File: src/hw/rtl/rfs_pkg.sv
// ----------------------------------------------------------------------------
// rfs_pkg: ring FIFO with search, shared types and constants
// Request and response payload structs, request and status codes, and the
// default sizes handed to the top-level parameters.
// ----------------------------------------------------------------------------
package rfs_pkg;

	// Default sizes
	localparam int DEPTH_DEF       = 16;
	localparam int ENTRY_WIDTH_DEF = 32;

	// Fixed field widths of the request and response payloads
	localparam int REQ_W  = 2;
	localparam int DATA_W = 32;
	localparam int STAT_W = 2;
	localparam int POS_W  = 4;
	localparam int CNT_W  = 4;

	// Request codes
	localparam logic [REQ_W-1:0] REQ_PUSH   = 2'd0;
	localparam logic [REQ_W-1:0] REQ_POP    = 2'd1;
	localparam logic [REQ_W-1:0] REQ_SEARCH = 2'd2;
	localparam logic [REQ_W-1:0] REQ_NOP    = 2'd3;

	// Status codes
	localparam logic [STAT_W-1:0] ST_OK        = 2'd0;
	localparam logic [STAT_W-1:0] ST_FULL      = 2'd1;
	localparam logic [STAT_W-1:0] ST_EMPTY     = 2'd2;
	localparam logic [STAT_W-1:0] ST_NOT_FOUND = 2'd3;

	typedef struct packed {
		logic [REQ_W-1:0]  req_type;
		logic [DATA_W-1:0] entry_data;
	} req_t;

	typedef struct packed {
		logic [STAT_W-1:0] status;
		logic [DATA_W-1:0] out_data;
		logic [POS_W-1:0]  match_position;
		logic              is_empty;
		logic [CNT_W-1:0]  used_count;
	} rsp_t;

endpackage

File: src/hw/rtl/rfs_mem.sv
// ----------------------------------------------------------------------------
// rfs_mem: entry storage
// One write port and one read port, read data registered. Contents are not
// reset; a slot's read data is only used after the slot was written.
// ----------------------------------------------------------------------------
module rfs_mem #(
	parameter int DEPTH       = 16,
	parameter int ENTRY_WIDTH = 32,
	localparam int IW         = (DEPTH > 1) ? $clog2(DEPTH) : 1
) (
	input  logic                   clk,
	input  logic                   we,
	input  logic [IW-1:0]          waddr,
	input  logic [ENTRY_WIDTH-1:0] wdata,
	input  logic [IW-1:0]          raddr,
	output logic [ENTRY_WIDTH-1:0] rdata
);

	logic [ENTRY_WIDTH-1:0] mem_q [DEPTH];
	logic [ENTRY_WIDTH-1:0] rdata_q;

	// Write port
	always_ff @(posedge clk) begin
		if (we) begin
			mem_q[waddr] <= wdata;
		end
	end

	// Registered read port
	always_ff @(posedge clk) begin
		rdata_q <= mem_q[raddr];
	end

	assign rdata = rdata_q;

endmodule

File: src/hw/rtl/rfs_seq.sv
// ----------------------------------------------------------------------------
// rfs_seq: request sequencer and scan compare unit
// Holds head and tail, drives the storage ports, walks stored entries one read
// per cycle through a single comparator, and holds the response register.
// ----------------------------------------------------------------------------
module rfs_seq #(
	parameter int DEPTH       = 16,
	parameter int ENTRY_WIDTH = 32,
	localparam int IW         = (DEPTH > 1) ? $clog2(DEPTH) : 1
) (
	input  logic                   clk,
	input  logic                   arst_n,
	input  logic                   req_valid,
	output logic                   req_stall,
	input  rfs_pkg::req_t          req_data,
	output logic                   rsp_valid,
	input  logic                   rsp_stall,
	output rfs_pkg::rsp_t          rsp_data,
	output logic                   mem_we,
	output logic [IW-1:0]          mem_waddr,
	output logic [ENTRY_WIDTH-1:0] mem_wdata,
	output logic [IW-1:0]          mem_raddr,
	input  logic [ENTRY_WIDTH-1:0] mem_rdata
);

	import rfs_pkg::*;

	// Helper widths for explicit extend-or-truncate
	localparam int KW = (ENTRY_WIDTH > DATA_W) ? ENTRY_WIDTH : DATA_W;
	localparam int PW = (IW > POS_W) ? IW : POS_W;
	localparam int UW = IW + 1;
	localparam logic [IW-1:0] LAST_IDX = IW'(DEPTH - 1);

	typedef enum logic [1:0] {
		S_IDLE,
		S_POP_RD,
		S_SCAN,
		S_RESP
	} state_t;

	state_t                 state_q;
	logic [IW-1:0]          head_q;
	logic [IW-1:0]          tail_q;
	logic [IW-1:0]          iss_q;
	logic                   rd_vld_q;
	logic [IW-1:0]          dist_q;
	logic [ENTRY_WIDTH-1:0] key_q;
	logic [STAT_W-1:0]      res_status_q;
	logic [DATA_W-1:0]      res_data_q;
	logic [POS_W-1:0]       res_pos_q;
	logic                   rsp_valid_q;
	rsp_t                   rsp_q;

	logic                   accept;
	logic [IW-1:0]          tail_nxt;
	logic [IW-1:0]          head_nxt;
	logic [IW-1:0]          iss_nxt;
	logic                   full;
	logic                   empty;
	logic [KW-1:0]          key_ext;
	logic [ENTRY_WIDTH-1:0] key;
	logic [KW-1:0]          rdata_ext;
	logic [DATA_W-1:0]      rdata_out;
	logic [PW-1:0]          dist_ext;
	logic [UW-1:0]          used_wide;
	logic [PW-1:0]          used_ext;
	logic                   hit;
	logic                   rsp_free;

	// Index wrap
	assign tail_nxt = (tail_q == LAST_IDX) ? '0 : tail_q + 1'b1;
	assign head_nxt = (head_q == LAST_IDX) ? '0 : head_q + 1'b1;
	assign iss_nxt  = (iss_q == LAST_IDX) ? '0 : iss_q + 1'b1;

	assign full  = (tail_nxt == head_q);
	assign empty = (head_q == tail_q);

	// Entry masking both ways
	assign key_ext   = KW'(req_data.entry_data);
	assign key       = key_ext[ENTRY_WIDTH-1:0];
	assign rdata_ext = KW'(mem_rdata);
	assign rdata_out = rdata_ext[DATA_W-1:0];

	// Occupancy from head and tail
	always_comb begin
		if (tail_q >= head_q) begin
			used_wide = UW'(tail_q) - UW'(head_q);
		end else begin
			used_wide = UW'(DEPTH) - UW'(head_q) + UW'(tail_q);
		end
	end
	assign used_ext = PW'(used_wide[IW-1:0]);
	assign dist_ext = PW'(dist_q);

	// Shared comparator
	assign hit = (mem_rdata == key_q);

	// Handshake
	assign req_stall = (state_q != S_IDLE);
	assign accept    = req_valid && (state_q == S_IDLE);
	assign rsp_free  = !rsp_valid_q || !rsp_stall;
	assign rsp_valid = rsp_valid_q;
	assign rsp_data  = rsp_q;

	// Storage ports
	assign mem_we    = accept && (req_data.req_type == REQ_PUSH) && !full;
	assign mem_waddr = tail_q;
	assign mem_wdata = key;
	assign mem_raddr = (state_q == S_SCAN) ? iss_q : head_q;

	// Sequencer, pointers and response register
	always_ff @(posedge clk or negedge arst_n) begin
		if (!arst_n) begin
			state_q      <= S_IDLE;
			head_q       <= '0;
			tail_q       <= '0;
			iss_q        <= '0;
			rd_vld_q     <= 1'b0;
			dist_q       <= '0;
			key_q        <= '0;
			res_status_q <= ST_OK;
			res_data_q   <= '0;
			res_pos_q    <= '0;
			rsp_q        <= '0;
			rsp_valid_q  <= 1'b0;
		end else begin
			// response register: load when finished, drop once taken
			if ((state_q == S_RESP) && rsp_free) begin
				rsp_valid_q <= 1'b1;
			end else if (!rsp_stall) begin
				rsp_valid_q <= 1'b0;
			end
			case (state_q)
				S_IDLE: begin
					if (accept) begin
						res_data_q <= '0;
						res_pos_q  <= '0;
						case (req_data.req_type)
							REQ_PUSH: begin
								if (full) begin
									res_status_q <= ST_FULL;
								end else begin
									res_status_q <= ST_OK;
									tail_q       <= tail_nxt;
								end
								state_q <= S_RESP;
							end
							REQ_POP: begin
								if (empty) begin
									res_status_q <= ST_EMPTY;
									state_q      <= S_RESP;
								end else begin
									res_status_q <= ST_OK;
									head_q       <= head_nxt;
									state_q      <= S_POP_RD;
								end
							end
							REQ_SEARCH: begin
								res_status_q <= ST_OK;
								key_q        <= key;
								iss_q        <= head_q;
								rd_vld_q     <= 1'b0;
								dist_q       <= '0;
								state_q      <= S_SCAN;
							end
							default: begin
								res_status_q <= ST_OK;
								state_q      <= S_RESP;
							end
						endcase
					end
				end
				S_POP_RD: begin
					res_data_q <= rdata_out;
					state_q    <= S_RESP;
				end
				S_SCAN: begin
					// issue one read a cycle, compare the one from the cycle before
					if (iss_q != tail_q) begin
						iss_q    <= iss_nxt;
						rd_vld_q <= 1'b1;
					end else begin
						rd_vld_q <= 1'b0;
					end
					if (rd_vld_q) begin
						if (hit) begin
							res_pos_q <= dist_ext[POS_W-1:0];
							state_q   <= S_RESP;
						end else begin
							dist_q <= dist_q + 1'b1;
						end
					end else if (iss_q == tail_q) begin
						res_status_q <= ST_NOT_FOUND;
						state_q      <= S_RESP;
					end
				end
				S_RESP: begin
					if (rsp_free) begin
						rsp_q.status         <= res_status_q;
						rsp_q.out_data       <= res_data_q;
						rsp_q.match_position <= res_pos_q;
						rsp_q.is_empty       <= empty;
						rsp_q.used_count     <= used_ext[CNT_W-1:0];
						state_q              <= S_IDLE;
					end
				end
				default: begin
					state_q <= S_IDLE;
				end
			endcase
		end
	end

endmodule

File: src/hw/rtl/ring_fifo_with_search_top.sv
// ----------------------------------------------------------------------------
// ring_fifo_with_search_top: ring FIFO with linear search
// Circular FIFO of DEPTH slots (DEPTH-1 usable) that serves push, pop and
// search requests, one request at a time, with one response per request.
//
//   channel  | signals                        | payload
//   ---------+--------------------------------+-----------------------------
//   request  | req_valid, req_stall, req_data | req_type, entry_data
//   response | rsp_valid, rsp_stall, rsp_data | status, out_data,
//            |                                | match_position, is_empty,
//            |                                | used_count
//
// Pop goes through an extra read state before its response (registered storage read).
// Search walks the stored entries oldest first: the scan issues
// one storage read per cycle and feeds one comparator.
// Reset clears head, tail and control; storage contents are not cleared.
// The request side is stalled while a request is in progress; a finished
// response sits in the output register until taken.
// ----------------------------------------------------------------------------
module ring_fifo_with_search_top #(
	parameter int DEPTH       = rfs_pkg::DEPTH_DEF,
	parameter int ENTRY_WIDTH = rfs_pkg::ENTRY_WIDTH_DEF
) (
	input  logic          clk,
	input  logic          arst_n,
	input  logic          req_valid,
	output logic          req_stall,
	input  rfs_pkg::req_t req_data,
	output logic          rsp_valid,
	input  logic          rsp_stall,
	output rfs_pkg::rsp_t rsp_data
);

	import rfs_pkg::*;

	localparam int IW = (DEPTH > 1) ? $clog2(DEPTH) : 1;

	logic                   mem_we;
	logic [IW-1:0]          mem_waddr;
	logic [ENTRY_WIDTH-1:0] mem_wdata;
	logic [IW-1:0]          mem_raddr;
	logic [ENTRY_WIDTH-1:0] mem_rdata;

	// Sequencer and compare unit
	rfs_seq #(
		.DEPTH       (DEPTH),
		.ENTRY_WIDTH (ENTRY_WIDTH)
	) u_seq (
		.clk       (clk),
		.arst_n    (arst_n),
		.req_valid (req_valid),
		.req_stall (req_stall),
		.req_data  (req_data),
		.rsp_valid (rsp_valid),
		.rsp_stall (rsp_stall),
		.rsp_data  (rsp_data),
		.mem_we    (mem_we),
		.mem_waddr (mem_waddr),
		.mem_wdata (mem_wdata),
		.mem_raddr (mem_raddr),
		.mem_rdata (mem_rdata)
	);

	// Entry storage
	rfs_mem #(
		.DEPTH       (DEPTH),
		.ENTRY_WIDTH (ENTRY_WIDTH)
	) u_mem (
		.clk   (clk),
		.we    (mem_we),
		.waddr (mem_waddr),
		.wdata (mem_wdata),
		.raddr (mem_raddr),
		.rdata (mem_rdata)
	);

endmodule

File: config.mk
export PLATFORM = sky130hd
export DESIGN_NAME = ring_fifo_with_search_top
export DESIGN_NICKNAME = d
export VERILOG_FILES = /design/src/hw/rtl/rfs_pkg.sv /design/src/hw/rtl/rfs_mem.sv /design/src/hw/rtl/rfs_seq.sv /design/src/hw/rtl/ring_fifo_with_search_top.sv
export SDC_FILE = /design/constraint.sdc
export NUM_CORES = 1
export LEC_CHECK = 0
export ABC_AREA = 1
export BUFFER_PORTS_ARGS = -buffer_cell sky130_fd_sc_hd__buf_2
export CORE_UTILIZATION = 45
export CTS_CLUSTER_DIAMETER = 30
export DETAILED_ROUTE_END_ITERATION = 8
export GPL_TIMING_DRIVEN = 0
export REMOVE_ABC_BUFFERS = 1
export SYNTH_ARGS = -nofsm -noshare
export SYNTH_HDL_FRONTEND = slang
export SYNTH_HIERARCHICAL = 1
export SYNTH_SLANG_ARGS = --single-unit
File: constraint.sdc
create_clock -name clk -period 9.7 [get_ports clk]
set_clock_uncertainty 0.15 [all_clocks]
set_input_delay 1.94 -clock clk [delete_from_list [all_inputs] [get_ports clk]]
set_output_delay 1.94 -clock clk [all_outputs]
set_load 0.01 [all_outputs]
Word-level counts from Yosys, hierarchy flattened:

Memory sizes are Yosys's and may differ from the RTL's. A register that Yosys moved wholly into a read port is not among the register bits.
Index checks and enable logic that the tools add are counted.

* register bits: 133
* bits in writable memories: 512
* output and inout bits: 45
* word-level logic and storage cells: 118
* memories kept: 1

* $add $sub $neg: 7
* magnitude comparators: 1
* eq/ne operators: 25
* mux-type cells: 42
* bitwise gates (word level): 2
* reductions and logical operators: 24

Memories
* u_mem.mem_q: words 16, bits a word 32, rd ports 1, clocked after memory_dff 1, write ports 1, line rfs_mem.sv:19 `logic [ENTRY_WIDTH-1:0] mem_q [DEPTH];`

Operators with widths (count)
* $pmux 32 s2: 1
* $mux 4: 15
* $eq 32x32->1: 1
* $mux 32: 1
* $pmux 4 s2: 3
* $reduce_and 4->1: 6
* $mux 2: 9
* $add 4x1->4 const B: 4
* $eq 4x4->1: 3
* $eq 4x4->1 const B: 3
* $pmux 2 s2: 3
* $ne 2x1->1 const B: 5
* $ne 2x2->1 const B: 5
* $mux 1: 8
* $pmux 2 s4: 1
* $eq 2x2->1 const B: 3
* $reduce_and 3->1: 2
* $reduce_bool 2->1: 3
* $reduce_and 5->1: 1
* $add 4x4->4: 1
* $eq 2x1->1 const B: 2
* $ge 4x4->1: 1
* $logic_and 1x1->1: 4
* $logic_not 2->1: 2
* 10 further kinds: 14

Depth between registers and ports, before layout:

* depth after elaboration: 7
* mapped depth: 16
* depth with buffers taken out: 12

By module:

The synthesis kept the hierarchy.

By module, submodules not included
* rfs_mem: instances 1, cells each 2121, area each 22738.1 um^2, sequential area each 16015.4 um^2
* rfs_seq: instances 1, cells each 758, area each 6407.4 um^2, sequential area each 3328.2 um^2

Worst setup path before layout:

OpenSTA, ideal clock, no wires.

* path type: input to register
* start point: in req_data[32] (netlist name)
* end point: mem u_mem.mem_q[11][0], enable pin
* setup time: 0.421 ns
* arrival: 4.069 ns
* data required time: 9.129 ns
* setup slack: 5.060 ns
* stages on the path: 8
* buffers on the path: 0
* cells stage by stage: inv_1 > ha_1 > inv_1 > nor2_1 > nand2_2 > inv_1 > nand3_1 > nor2_1

* word-level cells in the longest chain between the ends: 5

RTL lines
* start, declared: line ring_fifo_with_search_top.sv:28 `input rfs_pkg::req_t req_data,`
* $logic_not 2->1: line rfs_seq.sv:106 `assign mem_we = accept && (req_data.req_type == REQ_PUSH) && !full;`
* $logic_and 1x1->1 (2 in series): line rfs_seq.sv:106
* named net mem_we: line ring_fifo_with_search_top.sv:38 `logic mem_we;`
* $mux 1: line rfs_mem.sv:24 `if (we) begin`
* $mux 1 (not written as such): line rfs_mem.sv:25 `mem_q[waddr] <= wdata;`
* end, declared: line rfs_mem.sv:19

The timed path passes the listed nets, and every way through them passes these cells.

Final worst setup path:

* start point: reg u_seq.state_q[0]
* end point: reg u_mem.rdata_q[8] (netlist: u_mem/rdata[8]) (read register of u_mem.mem_q)

* word-level cells in the longest chain between the ends: 2

RTL lines
* start, declared: line rfs_seq.sv:41 `state_t state_q;`
* start signal, assigned: line rfs_seq.sv:114 `state_q <= S_IDLE;`
* start signal, assigned: line rfs_seq.sv:146 `state_q <= S_RESP;`
* start signal, assigned: line rfs_seq.sv:151 `state_q <= S_RESP;`
* $eq 2x2->1: line rfs_seq.sv:109 `assign mem_raddr = (state_q == S_SCAN) ? iss_q : head_q;`
* $mux 4: line rfs_seq.sv:109
* named net mem_raddr[0]: line ring_fifo_with_search_top.sv:41 `logic [IW-1:0] mem_raddr;`
* end, declared: line rfs_mem.sv:20 `logic [ENTRY_WIDTH-1:0] rdata_q;`

The timed path passes the listed nets, and every way through them passes these cells.
A chain may end at the register's enable or synchronous reset.

==> key figures <==
Yosys
  – Post-synth cell types: 34
  – EDFF count, synth: 512
  – Seq/Total Area, Yosys: 66.37%
  – FF+latch count, synth: 677
  – Post-synth top area cell: edfxtp_1
  – Yosys top cell area share: 52.75%
  – Cells after synthesis: 2879
  – Post-synth ARST share: 19.65%
  – Cell Area, Synth: 29150 um2
  – Ranking of synthesized cells by area: edfxtp_1 (53%), nand2_1 (12%), dfrtp_1 (11%), nand3_1 (7.4%), inv_1 (6.1%)
  – Top-count cell post-synth: nand2_1
  – Synthesis Warnings: 6
  – Mapped Avg Cell Area: 10.12 um2
  – Top cells by count, synth: nand2_1 (909), edfxtp_1 (512), inv_1 (471)
  – Synth Flop Type: edfxtp_1

Power and ir drop
  – Comb power frac: 32.4%
  – LEAKAGE: 15.52 nW
  – VDD IR max: 0.3986 mV
  – Switch share: 36.33%
  – Reg power frac: 30.1%
  – P_int: 7.675 mW
  – Share of total power in the clock network: 37.4%
  – Net Sw Power: 4.380 mW
  – P per Cell Area: 340.7 nW/um2

Floorplanning
  – Die Footprint: 65790 um2
  – Die width: 256.5 um
  – Cell row count: 92
  – I/O pin total: 83
  – Initial core utilization: 45.87%
  – Die Y: 256.5 um
  – Core Footprint: 63540 um2

STA
  – Peak Freq: 238.3 MHz
  – Fin crit share: 43.26%
  – Final Critical Period: 4196 ps
  – Slew at the pin closest to its max-slew limit: 1193 ps
  – Setup Viol. Count Final: 0
  – Hold Vio Cnt, Final: 0
  – Worst Hold Slack: 314.9 ps
  – RSZ-0062 raised after global routing: false
  – Sum of negative setup slack: 0 ps
  – Final Slew Violations: 0
  – Rel. slew slack: 20.37%

Global routing
  – Total grt overflow: 0
  – Largest net degree at the start of global routing: 164
  – Global Route Usage Sum: 22.66%
  – Global-route wire length before repair: 112700 um
  – Vias in the first global route: 19740
  – Initial antenna violation count: 4

Worst setup path
  – Crit path DAT: 4640 ps
  – Crit path kind: reg2reg
  – Crit path capture type: flip-flop
  – CP max FO: 163
  – CP Data Required Time: 10140 ps
  – Critical path's slowest cell: buf_16
  – Setup crit start kind: flip-flop
  – Slowest Stage Delay on Critical Path: 580 ps
  – Worst path cell trace: inv_1 -> ha_1 -> inv_2 -> nand2_1 -> o21ai_4 -> buf_12 -> buf_16 -> buf_16 -> buf_12 -> inv_12 -> buf_16 -> nand2_1 -> nand3_1 -> nand3_1 -> nand3_1 -> nand2_1

CTS
  – Later-pin clock latency in the skew report: 720 ps
  – CTS Buf Count: 135
  – Clock Path Buffers: 3
  – Hold Buf Count CTS: 0
  – CTS tree: yes
  – Clock transition at path regs: 40 ps
  – Setup bufs post-CTS: 0
  – H-tree levels: 4
  – Clk Tree Root Cell: clkbuf_16
  – CTS sink cnt: 677
  – Post-CTS resize count: 0

Route
  – Pre-Repair DR Iteration Count: 7
  – DRC Markers: 0
  – Detailed Route WL: 73540 um
  – ANT nets after route: 0
  – Drt wl/cell: 18.67 um
  – Via density: 5.086
  – Via count: 20030
  – DRT iter0 DRCs: 1431

Status
  – Status: completed

Cells and area
  – P&R area growth vs syn: 21.40%
  – Number of fill cells in the layout: 5333
  – FF+latch area: 19340 um2
  – Layout cells sized above 1: 12.26%
  – Nets: 3033
  – Multi-input gate area: 7136 um2

Job
  – Max_cap viols: 0

Min path
  – Hold WC Path Type: reg2reg

Place
  – DP HPWL: 41890 um
  – RePlAce Congestion: 0.7497
  – IO Port Bufs: 82
## cell type report
cell class	count	area share, %
clock inverters	80	2.578
clock buffers	169	10.25
inverters	476	5.106
multi-input cells	1563	20.17
flip-flops and latches	677	54.67
well taps	846	2.992
diodes	2	0.01414
repair buffers	126	4.229
## path summary, 6_finish.rpt
path                                     from              endpoint  slack [ps]  cells past startpoint
max                          u_seq/state_q[0]        u_mem/rdata[8]        5500                     16
min                        u_seq/res_pos_q[1]     u_seq/rsp_data[6]         310                      2
max reg2reg                  u_seq/state_q[0]        u_mem/rdata[8]        5500                     16
min reg2reg                u_seq/res_pos_q[1]     u_seq/rsp_data[6]         310                      2
max in group asynchronous              arst_n  u_seq/res_data_q[25]        7520                      2
min in group asynchronous              arst_n    u_seq/rsp_data[30]        1120                      1
## cell usage in the layout, fill, tap and decap left out, types with 12 or more instances in the layout
master	synthesis	layout
clkinv_2	0	16
nand3_1	430	430
inv_1	471	469
buf_2	51	81
ha_1	15	14
nor2_1	38	22
xnor2_1	31	31
dfxtp_1	32	32
buf_16	0	26
bufinv_16	0	12
clkbuf_16	0	135
clkinvlp_4	0	15
clkbuf_1	30	22
nand2_1	909	905
clkbuf_8	0	12
buf_12	1	18
nor2_4	1	17
edfxtp_1	512	512
dfrtp_1	133	133
o21ai_0	89	87
## cells by family (layout without fill, tap and decap cells)
family / count (synthesis) / count (layout) / share of synthesized area (%)
AND/OR/NAND/NOR: 1395 / 1395 / 20.00
XOR/XNOR: 38 / 38 / 1.142
flip-flops: 677 / 677 / 66.37
other: 0 / 2 / 0
buffers and inverters: 639 / 851 / 9.749
AO/OA/AOI/OAI: 114 / 114 / 2.026
adder cells (fa/ha/maj): 16 / 16 / 0.7126
## power by group through the flow
| stage | Combinational [mW] | Sequential [mW] | Clock, mW |
|---|---|---|---|
| finish | 3.91 | 3.63 | 4.51 |
| CTS | 3.91 | 3.63 | 4.58 |
| global placement | 3.49 | 3.65 | 0 |
| global route | 4.33 | 3.66 | 4.71 |
| floorplan | 2.80 | 3.68 | 0 |
| detailed placement | 3.88 | 3.68 | 0 |
## per-stage QoR
step	total power [mW]	cells	instance area (um2)	utilization [%]	setup WS (ps)
floorplan	6.482	2716	28090	-	-12450
global placement	7.146	3644	29560	46.52	-34900
detailed placement	7.558	3688	30840	48.54	4937
CTS	12.12	3937	35380	55.68	5527
global route	12.71	3939	35380	55.69	5208
finish	12.05	3939	35380	55.69	5504
## sequential cells by signal (all words and copies together), names as in the netlist
name                flops
u_seq/rd_vld_q          1
u_seq/dist_ext          4
u_seq/res_pos_q         4
u_seq/res_data_q       32
u_seq/iss_q             4
u_seq/state_q           2
u_mem/mem_q           512
u_seq/res_status_q      2
u_mem/rdata            32
u_seq/head_q            4
u_seq/key_q            32
u_seq/rsp_data         43
u_seq/mem_waddr         4
u_seq/rsp_valid         1
## routing by layer
layer  vias to the layer above  share of wire (%)  GRT usage (%)
met5                         -              0.023              0
met4                         2                3.2          9.854
met3                       159                6.6          4.181
met2                       694                 47          36.74
met1                      9697                 43          29.82
li1                       9481                  -              -
## worst max-delay path, delay by kind of cell, from the launching register on
kind / cells / cell delay, ps
simple gates: 6 / 740
buf+inv: 8 / 2000
fa+ha+maj: 1 / 570
flops: 1 / 410
compound gates: 1 / 100
Note: power is estimated with default switching activity, not from simulation.
